<file path="src/design/bounded_deque_list_assert.svh">
// ----------------------------------------------------------------------------
// bounded_deque_list_assert.svh
// Assertion macros used by the deque datapath (clock clk, reset arst_n).
// ----------------------------------------------------------------------------
`ifndef BOUNDED_DEQUE_LIST_ASSERT_SVH
`define BOUNDED_DEQUE_LIST_ASSERT_SVH

// Same-cycle implication: when trig holds, cond must hold.
`define BDL_ASSERT_NOW(label, trig, cond) \
	label: assert property (@(posedge clk) disable iff (!arst_n) (trig) |-> (cond)) \
		else $error("bounded_deque_list: same-cycle check failed");

// Next-cycle implication: when trig holds, cond must hold in the next cycle.
`define BDL_ASSERT_NEXT(label, trig, cond) \
	label: assert property (@(posedge clk) disable iff (!arst_n) (trig) |=> (cond)) \
		else $error("bounded_deque_list: next-cycle check failed");

`endif

</file>
<file path="src/design/bdl_pkg.sv">
// ----------------------------------------------------------------------------
// bdl_pkg
// Sizes, request and status codes and the controller/datapath interface
// types of the bounded deque.
// ----------------------------------------------------------------------------
package bdl_pkg;

	// Storage geometry (CAPACITY is a power of two: pointers wrap by masking)
	localparam int CAPACITY   = 256;
	localparam int ENTRY_BITS = 32;
	localparam int ADDR_W     = $clog2(CAPACITY);
	localparam int CNT_W      = $clog2(CAPACITY + 1);
	localparam int POS_W      = 8;
	localparam int FUNC_W     = 3;
	localparam int STATUS_W   = 2;

	// Request codes
	typedef enum logic [FUNC_W-1:0] {
		FN_INS_HEAD = 3'd0,
		FN_INS_TAIL = 3'd1,
		FN_REM_HEAD = 3'd2,
		FN_REM_TAIL = 3'd3,
		FN_RD_HEAD  = 3'd4,
		FN_RD_TAIL  = 3'd5,
		FN_RD_INDEX = 3'd6
	} func_t;

	// Result status codes
	typedef enum logic [STATUS_W-1:0] {
		ST_OK    = 2'd0,
		ST_FULL  = 2'd1,
		ST_EMPTY = 2'd2,
		ST_RANGE = 2'd3
	} status_t;

	// Read address source
	typedef enum logic [1:0] {
		RS_HEAD  = 2'd0,
		RS_TAIL  = 2'd1,
		RS_INDEX = 2'd2
	} rd_sel_t;

	// Controller to datapath
	typedef struct packed {
		logic    load;
		logic    push_head;
		logic    push_tail;
		logic    pop_head;
		logic    pop_tail;
		logic    rd_en;
		rd_sel_t rd_sel;
		status_t status;
	} bdl_cmd_t;

	// Datapath to controller
	typedef struct packed {
		logic empty;
		logic full;
		logic idx_oob;
	} bdl_flags_t;

endpackage

</file>
<file path="src/design/bdl_ctrl.sv">
// ----------------------------------------------------------------------------
// bdl_ctrl
// Request decoder and result-slot state machine of the bounded deque.
// ----------------------------------------------------------------------------
module bdl_ctrl (
	input  logic                        clk,
	input  logic                        arst_n,
	input  logic                        in_valid,
	output logic                        in_ready,
	input  logic [bdl_pkg::FUNC_W-1:0]  func,
	output logic                        out_valid,
	input  logic                        out_ready,
	input  bdl_pkg::bdl_flags_t         flags,
	output bdl_pkg::bdl_cmd_t           cmd
);
	import bdl_pkg::*;

	typedef enum logic {
		S_IDLE,
		S_RESP
	} state_t;

	state_t state_q;
	logic   load;
	func_t  fn;

	// Take a request when the result slot is empty or drains this cycle
	assign in_ready  = (state_q == S_IDLE) || out_ready;
	assign load      = in_valid && in_ready;
	assign out_valid = (state_q == S_RESP);
	assign fn        = func_t'(func);

	// Decode the request against the list flags
	always_comb begin
		cmd        = '0;
		cmd.load   = load;
		cmd.status = ST_OK;
		cmd.rd_sel = RS_HEAD;
		unique case (fn)
			FN_INS_HEAD, FN_INS_TAIL: begin
				if (flags.full) begin
					cmd.status = ST_FULL;
				end else begin
					cmd.push_head = load && (fn == FN_INS_HEAD);
					cmd.push_tail = load && (fn == FN_INS_TAIL);
				end
			end
			FN_REM_HEAD, FN_REM_TAIL: begin
				if (flags.empty) begin
					cmd.status = ST_EMPTY;
				end else begin
					cmd.pop_head = load && (fn == FN_REM_HEAD);
					cmd.pop_tail = load && (fn == FN_REM_TAIL);
				end
			end
			FN_RD_HEAD, FN_RD_TAIL: begin
				cmd.rd_sel = (fn == FN_RD_HEAD) ? RS_HEAD : RS_TAIL;
				if (flags.empty) begin
					cmd.status = ST_EMPTY;
				end else begin
					cmd.rd_en = load;
				end
			end
			FN_RD_INDEX: begin
				cmd.rd_sel = RS_INDEX;
				if (flags.empty) begin
					cmd.status = ST_EMPTY;
				end else if (flags.idx_oob) begin
					cmd.status = ST_RANGE;
				end else begin
					cmd.rd_en = load;
				end
			end
			default: begin
				// undefined code: no change, status ok
				cmd.status = ST_OK;
			end
		endcase
	end

	// Hold a result until its transfer, refill on a new request
	always_ff @(posedge clk or negedge arst_n) begin
		if (!arst_n) begin
			state_q <= S_IDLE;
		end else begin
			if (load) begin
				state_q <= S_RESP;
			end else if (out_ready) begin
				state_q <= S_IDLE;
			end
		end
	end

endmodule

</file>
<file path="config.mk">
export PLATFORM = sky130hd
export DESIGN_NAME = bdl_ctrl
export DESIGN_NICKNAME = d
export VERILOG_FILES = /design/src/design/bounded_deque_list_assert.svh /design/src/design/bdl_pkg.sv /design/src/design/bdl_ctrl.sv
export SDC_FILE = /design/constraint.sdc
export NUM_CORES = 1
export LEC_CHECK = 0
export BUFFER_PORTS_ARGS = -buffer_cell sky130_fd_sc_hd__buf_2
export CORE_AREA = 2 2 39 41
export CTS_CLUSTER_SIZE = 8
export DETAILED_ROUTE_END_ITERATION = 12
export DIE_AREA = 0 0 41 43
export PLACE_DENSITY = 0.48
export SKIP_CTS_REPAIR_TIMING = 1
export SLEW_MARGIN = 15
export SYNTH_ARGS = -nofsm -noshare
export SYNTH_HDL_FRONTEND = slang
export SYNTH_SLANG_ARGS = --single-unit
</file>
<file path="constraint.sdc">
create_clock -name clk -period 1.2 [get_ports clk]
set_input_delay 0.06 -clock clk [delete_from_list [all_inputs] [get_ports clk]]
set_output_delay 0.06 -clock clk [all_outputs]
set_load 0.02 [all_outputs]
</file>
# After elaboration in Yosys (flattened, before gate mapping)
# Cells that the tools add are included.
# totals
ff_bits	1
latch_bits	0
ramBits	0
rom_bits	0
input_bits	10
out_inout_bits	12
word_cells	36
memories	0
# op_classes
addsub	0
n_mul	0
n_div	0
magnitude_cmp	0
eq_ne	6
n_shift	0
mux	16
bitwise_logic	1
reduce_logical	12
# op_table
operator	count
two-way mux 2 bit	7
equality test 3 bit, second input constant	3
two-way mux 1 bit	7
equality test 3 x 2 -> 1 bit, second input constant	2
one-hot mux 2 bit (3 select lines)	1
one-hot mux 3 bit (2 select lines)	1
OR reduction 2 bit	3
logical AND 1 bit	5
OR reduction 4 bit	1
equality test 3 x 1 -> 1 bit, second input constant	1
zero test 3 bit	1
nonzero test 2 bit	1
logical OR 1 bit	1
inverter 1 bit	1

# Longest topological paths before layout
# logic_depth
word_depth	6
ltp_mapped	3
mapped_depth_nobuf	2

# Worst setup path before layout
# Ideal clock, no wire load.
# synth_timing
path_type	register to output
startpoint	register state_q, in the netlist out_valid
endpoint	output cmd[5] (netlist name)
t_arrival_ps	1439
required_time_ps	1140
path_slack_ps	-299
stages_incl_launch_ff	3
path_buffers	0
path_cell_list	dfrtp_1 > nor2b_1 > nor4b_1
# synth_rtl
item	line_no	text
start: declaration	bdl_ctrl.sv:23	state_t state_q;
start signal: assignment	bdl_ctrl.sv:84	state_q <= S_IDLE;
start signal: assignment	bdl_ctrl.sv:87	state_q <= S_RESP;
start signal: assignment	bdl_ctrl.sv:89	state_q <= S_IDLE;
end: declaration	bdl_ctrl.sv:14	output bdl_pkg::bdl_cmd_t cmd

==> run_results.csv <==
group,metric,value,unit
finish,largest_reg_flops,1,
setup_path,worstPathMaxFanout,8,
global_routing,grt_util_met2,0.103,
global_routing,grt.overflow.total,0,
global_routing,grtUsageMet3,0.00524,
run_status,status,"finished clean",
synthesis,ys_types,22,
sta,worst_slack,82.1,ps
setup_path,reg2reg_from,"out_valid$_DFFE_PN0P_",
synthesis,async_reset_ff_frac,1.00,
synthesis,yosysWarnings,0,
synthesis,syn_inst,30,
sta,setup_viol,0,
setup_path,r2r_slack,240,ps
sta,totalNegativeSetupSlack,0,ps
setup_path,r2r_end,"out_valid$_DFFE_PN0P_",
global_routing,antenna_found_initial,0,
place,dp_hpwl,535,um
place,portBuffers,21,
global_routing,grt_busiest_layer,"met1",
synthesis,synth_area,233,sq um
detailed_routing,num_vias,283,
place,pre_cts_slack,-113,ps
worst_hold_path,holdPathEnd,"out_valid$_DFFE_PN0P_",
setup_path,arrival,1060,ps
sta,period_share,0.932,
floorplan,coreArea,1380,sq um
synthesis,post_synth_main_area_contributors,"dfrtp_1 11%, nor2b_1 11%, nand3b_1 9.7%",
sta,slew_viol_final,0,
synthesis,synth.net_count,40,
finish,area_growth,60.8,%
global_routing,grt_max_degree,12,
worst_hold_path,min_path_type,"in -> reg",
place,gp_congestion,0.597,
floorplan,ioPinCount,22,
synthesis,synthTopCellsByCount,"4 x nor2b_1, 3 x nand3b_1, 2 x nor2_1, 2 x nor4b_1, 2 x or3b_1",
synthesis,synth_edf_count,0,
synthesis,synth_top_area_frac,0.108,
floorplan,start_util,0.168,
finish,regArea,25.0,sq um
sta,clock_skew,0,ps
finish,num_antenna_cells,0,
global_routing,grt_util_met1,0.133,
finish,fin_nets,62,
detailed_routing,routedWlPerCell,10.1,um
power_and_ir_drop,peakVddDrop,0.110,mV
worst_hold_path,holdPathStages,2,
setup_path,cp.required,1140,ps
setup_path,startpoint_type,"flop",
sta,rsz0062_at_grt,"false",
floorplan,die_height,43,um
power_and_ir_drop,power.density,408,nW/um^2
synthesis,avgSynthCellArea,7.76,sq um
setup_path,reg2reg_depth,2,
setup_path,critical_path_class,"reg -> out",
floorplan,die_x,41,um
setup_path,endpoint_kind,"output port",
sta,fin_crit,1120,ps
finish,multiInputGateArea,203,sq um
sta,hold_viol_final,0,
detailed_routing,ant_nets,0,
detailed_routing,dr.first_iter.drc_count,0,
detailed_routing,drc_errors,0,
floorplan,design.die.area,1760,sq um
sta,fmax,895,MHz
synthesis,synth_ff_type,"dfrtp_1",
finish,nFillCells,162,
worst_hold_path,hp-start,"in_valid",
global_routing,grt_pass1_wl,1040,um
floorplan,row_count,14,
detailed_routing,via_per_inst,4.29,
detailed_routing,drtPass1Iterations,1,
finish,drive_gt1_frac,0.560,
synthesis,synth_most_common_cell,"nor2b_1",
clock_tree,worstSkewPairLatency,0,ps
global_routing,grt_pass1_vias,221,
clock_tree,path_clk_slew,0,ps
flow_run,drv_cap,0,
detailed_routing,wl,666,um
global_routing,grt_usage,0.0760,
sta,maxSlewHeadroom,0.753,
synthesis,ys_ff_latch,1,
power_and_ir_drop,leakagePower,0.175,nW
finish,fin_util,0.270,
synthesis,seq_area_frac_synth,0.108,
synthesis,yosys.area.top_type,"dfrtp_1",
sta,worst_pin_slew,369,ps
report_power, final:
group | total [mW] | switching (mW) | internal [mW]
registers | 0.0374 | 0.000794 | 0.0366
clock network | 0 | 0 | 0
logic | 0.115 | 0.0658 | 0.0495
final cells by class:
cell class,instances,area share
Inverter,1,0.0100
Multi-Input combinational cell,25,0.542
Sequential cell,1,0.0669
Tap cell,16,0.0535
Timing Repair Buffer,23,0.328
cell families (layout without fill, tap and decap cells):
logic type,after synthesis,in the layout,synth area share
flops,1,1,0.108
simple gates,21,21,0.661
buf+inv,4,24,0.113
compound gates,4,4,0.118
layout by cell type (no fill, tap or decap):
master | Yosys | final
buf_2 | 0 | 21
nor2b_1 | 4 | 3
nor4b_2 | 1 | 3
nand3b_1 | 3 | 3
or3b_1 | 2 | 2
nor2_1 | 2 | 2
and2_1 | 1 | 1
nor2b_2 | 0 | 1
nand2_1 | 1 | 1
or2b_1 | 1 | 1
a21oi_1 | 1 | 1
o211ai_1 | 1 | 1
o21ai_0 | 1 | 1
and4b_1 | 1 | 1
a32o_1 | 1 | 1
inv_1 | 1 | 1
nor3_1 | 1 | 1
nor4bb_2 | 0 | 1
or2_2 | 1 | 1
dlygate4sd3_1 | 0 | 1
dfrtp_1 | 1 | 1
buf_4 | 1 | 1
metal layers:
layer / vias up / wire, um
met1: 115 / 333
met5: - / 0
met4: 0 / 0
met2: 17 / 255
li1: 151 / -
met3: 0 / 76
worst max path at each step:
| stage | from | end | slack (ps) | cells past startpoint |
|---|---|---|---|---|
| floorplan | out_valid$_DFFE_PN0P_ | cmd[8] | -70 | 2 |
| detailed placement | out_valid$_DFFE_PN0P_ | cmd[4] | -110 | 3 |
| global route | out_valid$_DFFE_PN0P_ | cmd[4] | 10 | 3 |
| global placement | out_valid$_DFFE_PN0P_ | cmd[4] | -100 | 3 |
| finish | out_valid$_DFFE_PN0P_ | cmd[4] | 80 | 3 |
| CTS | out_valid$_DFFE_PN0P_ | cmd[4] | -120 | 3 |
stage by stage:
stage / area [sq um] / cells / hold WS [ps] / total power [mW]
3_5_place_dp: 362 / 65 / -164 / 0.150
2_1_floorplan: 251 / 30 / -236 / 0.111
4_1_cts: 362 / 65 / -164 / 0.150
3_3_place_gp: 362 / 65 / -163 / 0.149
6_report: 374 / 66 / 331 / 0.153
5_1_grt: 374 / 66 / 364 / 0.166
critical path: stages (launching register included):
cell,delay [ps]
dfrtp_1,310
nor2b_2,350
and4b_1,240
buf_2,150
(Power assumes the default switching activity.)
